`config.mk`:
```
export PLATFORM = sky130hd
export DESIGN_NAME = positional_list_store_top
export DESIGN_NICKNAME = d
export VERILOG_FILES = /design/src/rtl/plst_pkg.sv /design/src/rtl/plst_engine.sv /design/src/rtl/positional_list_store_top.sv
export SDC_FILE = /design/constraint.sdc
export NUM_CORES = 1
export LEC_CHECK = 0
export BUFFER_PORTS_ARGS = -buffer_cell sky130_fd_sc_hd__buf_2
export CORE_UTILIZATION = 40
export CTS_CLUSTER_SIZE = 12
export DETAILED_ROUTE_END_ITERATION = 16
export PLACE_DENSITY_LB_ADDON = 0.08
export SYNTH_ARGS = -nofsm -noshare
export SYNTH_HDL_FRONTEND = slang
export SYNTH_SLANG_ARGS = --single-unit
```
`constraint.sdc`:
```
create_clock -name i_clk -period 4 [get_ports i_clk]
set_input_delay 0.2 -clock i_clk [delete_from_list [all_inputs] [get_ports i_clk]]
set_output_delay 0.2 -clock i_clk [all_outputs]
set_load 0.05 [all_outputs]
```
`src/rtl/plst_pkg.sv`:
```
// Package for the positional list store.
// Holds shared widths, opcode and status codes, the engine state type and the result struct.
// No dependencies.
package plst_pkg;

    localparam int CAPACITY_DEF = 32;
    localparam int POS_W        = 6;
    localparam int DATA_W       = 32;
    localparam int COUNT_W      = 6;

    // Requested operations.
    typedef enum logic [1:0] {
        OP_GET    = 2'd0,
        OP_INSERT = 2'd1,
        OP_DELETE = 2'd2
    } t_opcode;

    // Result status codes.
    localparam logic STATUS_OK  = 1'b0;
    localparam logic STATUS_ERR = 1'b1;

    // Engine sequencer states.
    typedef enum logic [2:0] {
        S_IDLE,
        S_READ,
        S_SHIFT,
        S_PUT,
        S_DONE
    } t_state;

    // One finished result, handed from the engine to the output register.
    typedef struct packed {
        logic                     status;
        logic signed [DATA_W-1:0] value;
        logic [COUNT_W-1:0]       count;
    } t_result;

endpackage

```
`src/rtl/plst_engine.sv`:
```
// List engine: entry memory, element count and the sequencer that shifts entries.
// Depends on plst_pkg.
module plst_engine #(
    parameter int CAPACITY = plst_pkg::CAPACITY_DEF
) (
    input  logic                             i_clk,
    input  logic                             i_rst_n,
    input  logic                             i_req_valid,
    input  logic [1:0]                       i_opcode,
    input  logic [plst_pkg::POS_W-1:0]       i_position,
    input  logic signed [plst_pkg::DATA_W-1:0] i_value_in,
    output logic                             o_busy,
    output logic                             o_res_valid,
    input  logic                             i_res_ready,
    output plst_pkg::t_result                o_res
);
    import plst_pkg::*;

    localparam int AW = (CAPACITY > 1) ? $clog2(CAPACITY) : 1;
    localparam int FW = $clog2(CAPACITY + 1);
    localparam int CW = ((FW > POS_W) ? FW : POS_W) + 1;

    t_state                   r_state, n_state;
    t_opcode                  r_op, n_op;
    logic [CW-1:0]            r_pos, n_pos;
    logic signed [DATA_W-1:0] r_val, n_val;
    logic [FW-1:0]            r_fill, n_fill;
    logic [FW-1:0]            r_left, n_left;
    logic [AW-1:0]            r_rd_addr, n_rd_addr;
    logic                     r_wr_pend, n_wr_pend;
    logic [AW-1:0]            r_wr_addr, n_wr_addr;
    logic                     r_status, n_status;
    logic signed [DATA_W-1:0] r_value, n_value;
    logic signed [DATA_W-1:0] r_rd_data;

    logic signed [DATA_W-1:0] mem [CAPACITY];
    logic                     mem_re;
    logic [AW-1:0]            mem_ra;
    logic                     mem_we;
    logic [AW-1:0]            mem_wa;
    logic signed [DATA_W-1:0] mem_wd;

    logic [CW-1:0] pos_x;
    logic [CW-1:0] fill_x;
    logic          ok_read;
    logic          ok_insert;
    logic          is_insert;

    // Range checks on the incoming request against the current count.
    assign pos_x     = CW'(i_position);
    assign fill_x    = CW'(r_fill);
    assign ok_read   = (pos_x != '0) && (pos_x <= fill_x);
    assign ok_insert = (fill_x < CW'(CAPACITY)) && (pos_x != '0) && (pos_x <= fill_x + 1'b1);
    assign is_insert = (r_op == OP_INSERT);

    // Entry memory: one write port, one read port with registered data.
    always_ff @(posedge i_clk) begin
        if (mem_we) begin
            mem[mem_wa] <= mem_wd;
        end
        if (mem_re) begin
            r_rd_data <= mem[mem_ra];
        end
    end

    // Control registers.
    always_ff @(posedge i_clk) begin
        if (!i_rst_n) begin
            r_state   <= S_IDLE;
            r_fill    <= '0;
            r_wr_pend <= 1'b0;
        end else begin
            r_state   <= n_state;
            r_fill    <= n_fill;
            r_wr_pend <= n_wr_pend;
        end
    end

    // Payload registers of the transaction in progress.
    always_ff @(posedge i_clk) begin
        r_op      <= n_op;
        r_pos     <= n_pos;
        r_val     <= n_val;
        r_left    <= n_left;
        r_rd_addr <= n_rd_addr;
        r_wr_addr <= n_wr_addr;
        r_status  <= n_status;
        r_value   <= n_value;
    end

    // Sequencer: next state, memory accesses and register updates.
    always_comb begin
        n_state   = r_state;
        n_op      = r_op;
        n_pos     = r_pos;
        n_val     = r_val;
        n_fill    = r_fill;
        n_left    = r_left;
        n_rd_addr = r_rd_addr;
        n_wr_pend = r_wr_pend;
        n_wr_addr = r_wr_addr;
        n_status  = r_status;
        n_value   = r_value;
        mem_re    = 1'b0;
        mem_ra    = r_rd_addr;
        mem_we    = 1'b0;
        mem_wa    = r_wr_addr;
        mem_wd    = r_rd_data;

        unique case (r_state)
            S_IDLE: begin
                if (i_req_valid) begin
                    n_op     = t_opcode'(i_opcode);
                    n_pos    = pos_x;
                    n_val    = i_value_in;
                    n_status = STATUS_ERR;
                    n_value  = '0;
                    n_state  = S_DONE;
                    unique case (t_opcode'(i_opcode))
                        OP_GET, OP_DELETE: begin
                            if (ok_read) begin
                                mem_re   = 1'b1;
                                mem_ra   = AW'(pos_x - 1'b1);
                                n_status = STATUS_OK;
                                n_state  = S_READ;
                            end
                        end
                        OP_INSERT: begin
                            if (ok_insert) begin
                                // Entries from the last one down to the target move up.
                                n_left    = FW'(fill_x - pos_x + 1'b1);
                                n_rd_addr = AW'(fill_x - 1'b1);
                                n_wr_pend = 1'b0;
                                n_status  = STATUS_OK;
                                n_state   = S_SHIFT;
                            end
                        end
                        default: begin
                            n_status = STATUS_ERR;
                        end
                    endcase
                end
            end

            S_READ: begin
                n_value = r_rd_data;
                if (r_op == OP_DELETE) begin
                    // Entries after the removed one move down.
                    n_left    = FW'(fill_x - r_pos);
                    n_rd_addr = AW'(r_pos);
                    n_wr_pend = 1'b0;
                    n_state   = S_SHIFT;
                end else begin
                    n_state = S_DONE;
                end
            end

            S_SHIFT: begin
                // Write back the entry read in the previous cycle.
                if (r_wr_pend) begin
                    mem_we = 1'b1;
                    mem_wa = r_wr_addr;
                    mem_wd = r_rd_data;
                end
                if (r_left != '0) begin
                    mem_re    = 1'b1;
                    mem_ra    = r_rd_addr;
                    n_wr_pend = 1'b1;
                    n_left    = r_left - 1'b1;
                    if (is_insert) begin
                        n_wr_addr = r_rd_addr + 1'b1;
                        n_rd_addr = r_rd_addr - 1'b1;
                    end else begin
                        n_wr_addr = r_rd_addr - 1'b1;
                        n_rd_addr = r_rd_addr + 1'b1;
                    end
                end else begin
                    n_wr_pend = 1'b0;
                    if (is_insert) begin
                        n_state = S_PUT;
                    end else begin
                        n_fill  = r_fill - 1'b1;
                        n_state = S_DONE;
                    end
                end
            end

            S_PUT: begin
                mem_we  = 1'b1;
                mem_wa  = AW'(r_pos - 1'b1);
                mem_wd  = r_val;
                n_fill  = r_fill + 1'b1;
                n_state = S_DONE;
            end

            S_DONE: begin
                if (i_res_ready) begin
                    n_state = S_IDLE;
                end
            end

            default: begin
                n_state = S_IDLE;
            end
        endcase
    end

    assign o_busy       = (r_state != S_IDLE);
    assign o_res_valid  = (r_state == S_DONE);
    assign o_res.status = r_status;
    assign o_res.value  = r_value;
    assign o_res.count  = fill_x[COUNT_W-1:0];

endmodule

```
`src/rtl/positional_list_store_top.sv`:
```
// Top level of the positional list store: request channel, result channel and output register.
// Depends on plst_pkg and plst_engine.
//
// Usage: a fixed-capacity ordered list addressed by 1-based position. Each request
// transaction on the input channel (i_in_valid / o_in_stall) carries an opcode
// (get, insert, delete), a position and a value. Each request yields exactly one
// result transaction on the output channel (o_out_valid / i_out_stall) with a
// status, the element read or removed (zero on insert and on error) and the count.
// Requests are worked one at a time; o_in_stall is high while a request is in work.
// An error goes straight to its result; get reads its entry; delete reads the
// entry, then moves the later entries down; insert moves entries up, then writes the value.
// The entry memory has one read and one write port, so a shift moves one entry
// per cycle. The engine takes the next request in the cycle after it hands its
// result to the output register.
// A finished result sits in the output register; the next request is accepted
// while it waits. If the receiver stalls and that register is still full, the
// engine holds its result and keeps o_in_stall high until the register frees.
// Reset clears the list to empty and drops any pending result; the memory
// needs no clearing pass.
module positional_list_store_top #(
    parameter int CAPACITY = plst_pkg::CAPACITY_DEF
) (
    input  logic                               i_clk,
    input  logic                               i_rst_n,
    input  logic                               i_in_valid,
    output logic                               o_in_stall,
    input  logic [1:0]                         i_opcode,
    input  logic [plst_pkg::POS_W-1:0]         i_position,
    input  logic signed [plst_pkg::DATA_W-1:0] i_value_in,
    output logic                               o_out_valid,
    input  logic                               i_out_stall,
    output logic                               o_status,
    output logic signed [plst_pkg::DATA_W-1:0] o_value_out,
    output logic [plst_pkg::COUNT_W-1:0]       o_count
);
    import plst_pkg::*;

    logic    busy;
    logic    res_valid;
    logic    res_ready;
    t_result res;

    logic    r_out_valid, n_out_valid;
    t_result r_out, n_out;

    plst_engine #(
        .CAPACITY (CAPACITY)
    ) u_engine (
        .i_clk       (i_clk),
        .i_rst_n     (i_rst_n),
        .i_req_valid (i_in_valid),
        .i_opcode    (i_opcode),
        .i_position  (i_position),
        .i_value_in  (i_value_in),
        .o_busy      (busy),
        .o_res_valid (res_valid),
        .i_res_ready (res_ready),
        .o_res       (res)
    );

    // The output register takes a new result when empty or being drained.
    assign res_ready = !r_out_valid || !i_out_stall;

    always_comb begin
        n_out_valid = r_out_valid;
        n_out       = r_out;
        if (res_valid && res_ready) begin
            n_out_valid = 1'b1;
            n_out       = res;
        end else if (!i_out_stall) begin
            n_out_valid = 1'b0;
        end
    end

    always_ff @(posedge i_clk) begin
        if (!i_rst_n) begin
            r_out_valid <= 1'b0;
        end else begin
            r_out_valid <= n_out_valid;
        end
    end

    always_ff @(posedge i_clk) begin
        r_out <= n_out;
    end

    assign o_in_stall  = busy;
    assign o_out_valid = r_out_valid;
    assign o_status    = r_out.status;
    assign o_value_out = r_out.value;
    assign o_count     = r_out.count;

endmodule

```
## Word-level counts from Yosys, hierarchy flattened

Memory sizes are Yosys's and may differ from the RTL's. A register that Yosys moved wholly into a read port is not among the register bits.
Cells that the tools add are included.

| operators by class | value |
|---|---|
| add/subtract/negate cells | 12 |
| $lt $le $gt $ge | 3 |
| equal/unequal tests | 17 |
| muxes and demuxes | 53 |
| reduce and logical (&&, ||, !) cells | 23 |

Operators by type and width:

| operator | count |
|---|---|
| $mux W32 | 2 |
| $pmux W32 S2 | 1 |
| $mux W5 | 12 |
| $mux W6 | 7 |
| $mux W3 | 7 |
| $sub A5 B1 Y5 const B | 4 |
| $pmux W6 S3 | 1 |
| $mux W1 | 15 |
| $pmux W3 S5 | 1 |
| $pmux W5 S3 | 1 |
| $add A6 B1 Y6 const B | 2 |
| $pmux W6 S2 | 1 |
| $sub A6 B1 Y6 const B | 2 |
| $sub A6 B6 Y6 | 2 |
| $ne A2 B1 Y1 const B | 5 |
| $ne A2 B2 Y1 const B | 4 |
| $add A6 B1 Y7 const B | 1 |
| $le A6 B7 Y1 | 1 |
| $reduce_bool A7 Y1 | 1 |
| $eq A3 B2 Y1 const B | 2 |
| $le A6 B6 Y1 | 1 |
| $lt A6 B6 Y1 const B | 1 |
| $pmux W1 S2 | 3 |
| $pmux W3 S2 | 1 |
| other kinds (19) | 30 |

| storage, ports and cells | value |
|---|---|
| bits in registers | 139 |
| RAM bits | 1024 |
| bits of input ports | 44 |
| output and inout port bits | 41 |
| word-level logic and storage cells | 124 |
| memories | 1 |

Memory list:

| name | words | width | read ports | clocked after Yosys merged registers in | wr ports | line | RTL |
|---|---|---|---|---|---|---|---|
| u_engine.mem | 32 | 32 | 1 | 1 | 1 | plst_engine.sv:36 | `logic signed [DATA_W-1:0] mem [CAPACITY];` |

## Longest topological paths before layout

| depth | value |
|---|---|
| depth after elaboration | 7 |
| depth in mapped cells | 14 |
| mapped depth without buffers | 12 |

## Modules after synthesis

Synthesis repeated with hierarchy kept, for this count alone.

| unflattened totals | value |
|---|---|
| cells, all modules | 3379 |
| area, all modules | 48063.6 um2 |

Modules (own cells, without submodules):

| module | instances | cells each | area an instance (um2) | seq. area each (um2) |
|---|---|---|---|---|
| plst_engine | 1 | 3335 | 46851.2 | 34583.2 |
| positional_list_store_top | 1 | 44 | 1212.4 | 1191.1 |

## Least setup slack after synthesis

No wires, ideal clock.

| timing | value |
|---|---|
| path kind | reg-to-reg |
| start | reg u_engine.r_fill[1] |
| end | reg u_engine.r_rd_data[0], read port of u_engine.mem (enable) |
| arrival | 3046 ps |
| required time | 3567 ps |
| setup slack | 521 ps |
| stages on the path, launching flop included | 7 |
| path buffers | 0 |
| period minus slack after synthesis | 3479 ps |
| cell sequence | dfxtp_1 inv_1 ha_1 and4b_1 mux2i_1 o21a_1 o22ai_1 |

| between the ends | value |
|---|---|
| longest elaborated chain between the ends | 6 |

Ends and longest elaborated chain:

| what | line | RTL |
|---|---|---|
| from (decl) | plst_engine.sv:27 | `logic [FW-1:0] r_fill, n_fill;` |
| from (signal assigned) | plst_engine.sv:74 | `r_fill <= n_fill;` |
| $le A6 B6 Y1 | plst_engine.sv:52 | `assign ok_read = (pos_x != '0) && (pos_x <= fill_x);` |
| $logic_and A1 B1 Y1 | plst_engine.sv:52 |  |
| $mux W1 | plst_engine.sv:121 | `if (ok_read) begin` |
| $mux W1 | plst_engine.sv:119 | `unique case (t_opcode'(i_opcode))` |
| $mux W1 | plst_engine.sv:112 | `if (i_req_valid) begin` |
| $pmux W1 S2 | plst_engine.sv:110 | `unique case (r_state)` |
| named net u_engine.mem_re | plst_engine.sv:37 | `logic mem_re;` |
| to (decl) | plst_engine.sv:34 | `logic signed [DATA_W-1:0] r_rd_data;` |

The timed path passes the listed nets, and every way through them passes these cells.
A chain may end at the register's enable or synchronous reset.

## Worst setup path after layout

| timing | value |
|---|---|
| start | reg u_engine.r_fill[0] |
| end | reg u_engine.r_rd_data[13], read port of u_engine.mem (data pin) |

| between the ends | value |
|---|---|
| longest elaborated chain between the ends | 6 |

Ends and longest elaborated chain:

| what | line |
|---|---|
| $le A6 B6 Y1 (*) | plst_engine.sv:52 |
| $logic_and A1 B1 Y1 (*) | plst_engine.sv:52 |
| $mux W1 / $mux W5 (equally long branches) | plst_engine.sv:121 |
| $mux W1 / $mux W5 (equally long branches) | plst_engine.sv:119 |
| $mux W1 / $mux W5 (equally long branches) | plst_engine.sv:112 |
| $pmux W1 S2 / $mux W5 (equally long branches) | -- |

Every way passes the cells marked *; elsewhere a longest branch is shown, timed or not.

==> key figures <==
Die
  • Core area: 0.1222 mm^2
  • Die Width: between 300 and 400 um
  • Die height: 353.7 um
  • Initial Util: 0.4049
  • Die area: roughly 0.13 mm^2
  • Core Rows: roughly 130
  • Top-level port count: 85

STA
  • Setup violations, final: 0
  • Final setup TNS: 0 ns
  • Final Max Slew Viols: 0
  • Hold Violations, Final: 0
  • F_max: 0.2598 GHz
  • Slew @ Worst Pin: 1.244 ns
  • RSZ-0062 raised after global routing: no
  • Tcrit/Tclk final: 0.9625
  • Relative slew slack: 0.1688
  • Clk_skew: between 0.02 and 0.03 ns
  • Min Tclk post-route: 3.850 ns

Clock network
  • H-tree lvl count: 4
  • CTS clk-pin slew, worst paths: ~0.060 ns
  • Clock tree from TritonCTS: built
  • Worst skew pair latency: between 0.7 and 0.8 ns
  • Clock root cell: clkbuf_16
  • Clock buffer count from CTS: 134
  • # Post-CTS Setup Buffers: 0
  • Longest Clk Path Bufs: 3
  • CTS sink cnt: approximately 1,200

Place
  • Post-DP HPWL: ~94,000 um
  • Routability cong.: 0.8455
  • IO buf count: 84

Worst setup path
  • Critical Path End Type: flip-flop
  • Reg-to-reg endpoint: u_engine.r_rd_data[13]
  • Worst EP arrival: ~4.4 ns
  • CP Launch Type: flip-flop
  • Worst R2R Setup Slack: about 0.15 ns
  • RR Startpoint: u_engine.r_fill[0]
  • Worst Setup Path Type: reg2reg
  • CP required: between 4 and 5 ns
  • Worst reg2reg path depth: 11
  • CP max FO: 23

Min path
  • Worst Hold Class: in2reg
  • WHS Path Cells: 2
  • Hold path startpoint: i_value_in[26]
  • WHS Endpoint: u_engine.r_val[26]

Yosys
  • Post-synth design cell area: 0.04947 mm^2
  • Cells after Synth: between 3,000 and 4,000
  • Sequential area share after synthesis: 0.7231
  • Top post-synthesis cells by count: edfxtp_1, o21ai_0, a32oi_1
  • Synthesized flop and latch total: 1,195
  • Cell taking the most area after synthesis: edfxtp_1
  • Primary FF master, synth: edfxtp_1
  • Synth top area share: 0.7187
  • Number of flops mapped to enable cells by yosys: around 1,200
  • Post-synth ARST share: 0
  • Synth Net Count: between 3,000 and 4,000
  • Count leader, synth: edfxtp_1
  • Average size of a mapped cell: 14.53 um^2
  • Unique masters post-synth: 60
  • Area contributors post-synth: edfxtp_1, a32oi_1, o21ai_0
  • Yosys warns: 0

Power
  • Final Power: 27.74 mW
  • Power per Cell Area: 477.7 mW/mm^2
  • Static Leak: 18.04 nW
  • VDD IR max: approximately 0.0004 V

GRT
  • Total track usage: 0.2687
  • First-pass GRT wire length: 243,400 um
  • Initial antenna violation count: 11
  • Gr ovfl total: 0
  • Largest net degree at the start of global routing: around 100
  • Vias in the first global route: ~33,000

Routing
  • Post-DR wirelength/cell: approximately 32 um
  • DRT iter0 DRCs: 4,751
  • Post-route ant nets: 0
  • # DRC: 0
  • Vias per inst: about 6.5
  • DRT Pass-1 Iters: 6
  • DRT Wirelength: 170,700 um
  • Via count: 34,150

Cells and area
  • Final Net Count: approximately 3,600
  • Layout area overhead: 17.37%
  • Share of layout cells above drive strength 1: 0.1569

Status
  • Run status: completed

Run
  • Max Cap Viol: 0
critical path, stage by stage (launching register included):
cell and delay (ns):
dfxtp_1 0.38, inv_1 0.14, ha_1 0.35, and4b_1 0.21, mux2i_1 0.26, o21a_1 0.41, nor2_2 0.14, mux2_2 0.36
nand3_2 0.11, buf_4 0.49, o22ai_1 0.24, nor4_1 0.49
placed cells by master, fill, tap and decap left out, types with 5 or more instances in the layout:
| cell | instances |
|---|---|
| mux2i_1 | 5 |
| buf_4 | 143 |
| o22ai_1 | 130 |
| nand2b_1 | 6 |
| clkinv_8 | 5 |
| dfxtp_1 | 11 |
| clkbuf_16 | 138 |
| and2_1 | 33 |
| o221ai_1 | 8 |
| o21a_1 | 8 |
| a21oi_1 | 18 |
| a21o_1 | 8 |
| ha_1 | 38 |
| clkinv_1 | 36 |
| a311oi_1 | 128 |
| dlygate4sd3_1 | 44 |
| nand3_2 | 8 |
| nor2_1 | 31 |
| edfxtp_1 | 1184 |
| xor2_1 | 14 |
| o21ai_0 | 519 |
| clkbuf_1 | 33 |
| bufinv_16 | 8 |
| xnor2_1 | 25 |
| nand2_1 | 28 |
| buf_2 | 84 |
| inv_1 | 30 |
| nor2b_1 | 5 |
| nor4_1 | 30 |
| a32oi_1 | 384 |
| nor2_4 | 32 |
| clkinv_2 | 10 |
| mux2_2 | 34 |
| buf_12 | 79 |
| nor3_1 | 11 |
| nand3_1 | 266 |
cell type report:
type	count	area (um^2)
clock inverter	63	545.5
tap	1625	2033
timing repair buffer	350	3516
clock buffer	171	3577
fill	10410	64130
sequential	1195	35770
multi-input combinational	1823	12500
inverter	32	120.1
antenna	1	2.502
worst max-delay path by stage:
stage	startpoint	to	slack, ns
floorplan	u_engine.r_fill[1]	u_engine.r_rd_data[0]	0.52
global placement	i_position[2]	u_engine.r_rd_data[4]	-0.0003
detailed placement	i_position[0]	u_engine.r_rd_data[4]	-0.06
CTS	u_engine.r_fill[0]	u_engine.r_rd_data[4]	0.15
global route	u_engine.r_fill[1]	u_engine.r_rd_data[10]	0.05
finish	u_engine.r_fill[0]	u_engine.r_rd_data[13]	0.15
layer usage:
layer  routed length, um  vias up  global-route usage
met3               16010      332             0.05907
met5                  13        -                   0
li1                    -    14350                   -
met1               71610    17580              0.3765
met2               77880     1882              0.4125
met4                5216        2             0.09351
repair_timing:
item	4_1_cts	5_1_grt
endpoints found under the setup margin	1	1
endpoints found under the hold margin	78	0
hold buffers	44	0
gates resized for setup	1	1
gates cloned	0	0
cells by family after synthesis:
logic type,synth area share
compound gates,0.1688
flops,0.7231
simple gates,0.04906
buf+inv,0.03212
fa+ha+maj,0.01123
xor+xnor,0.006904
mux,0.008751
sequential cells by signal (all words and copies together) (netlist names):
signal / cells
o_count: 6
o_out_valid: 1
o_status: 1
o_value_out: 32
u_engine.mem: 1024
u_engine.r_fill: 6
u_engine.r_left: 6
u_engine.r_op: 2
u_engine.r_pos: 6
u_engine.r_rd_addr: 5
u_engine.r_rd_data: 32
u_engine.r_state: 3
u_engine.r_status: 1
u_engine.r_val: 32
u_engine.r_value: 32
u_engine.r_wr_addr: 5
u_engine.r_wr_pend: 1
power breakdown:
part	total (mW)	switching, mW	internal [mW]
Sequential	14.1	0.130	13.9
Clock	11.7	4.93	6.82
Combinational	1.92	1.32	0.598
Total	27.7	6.38	21.4
per-stage QoR:
stage	setup WS [ns]	cells	hold WS, ns	instance area, um^2	util
finish	0.1501	5260	0.1603	58070	0.4752
global route	0.04656	5259	0.1425	58070	0.4752
CTS	0.1525	5259	0.1246	58060	0.4751
detailed placement	-0.05775	4981	0.3782	53490	0.4378
global placement	-0.0003104	4981	0.3766	53490	0.4378
floorplan	0.5210	3404	0.2989	49470	-
Power figures use the tool's default switching activity.
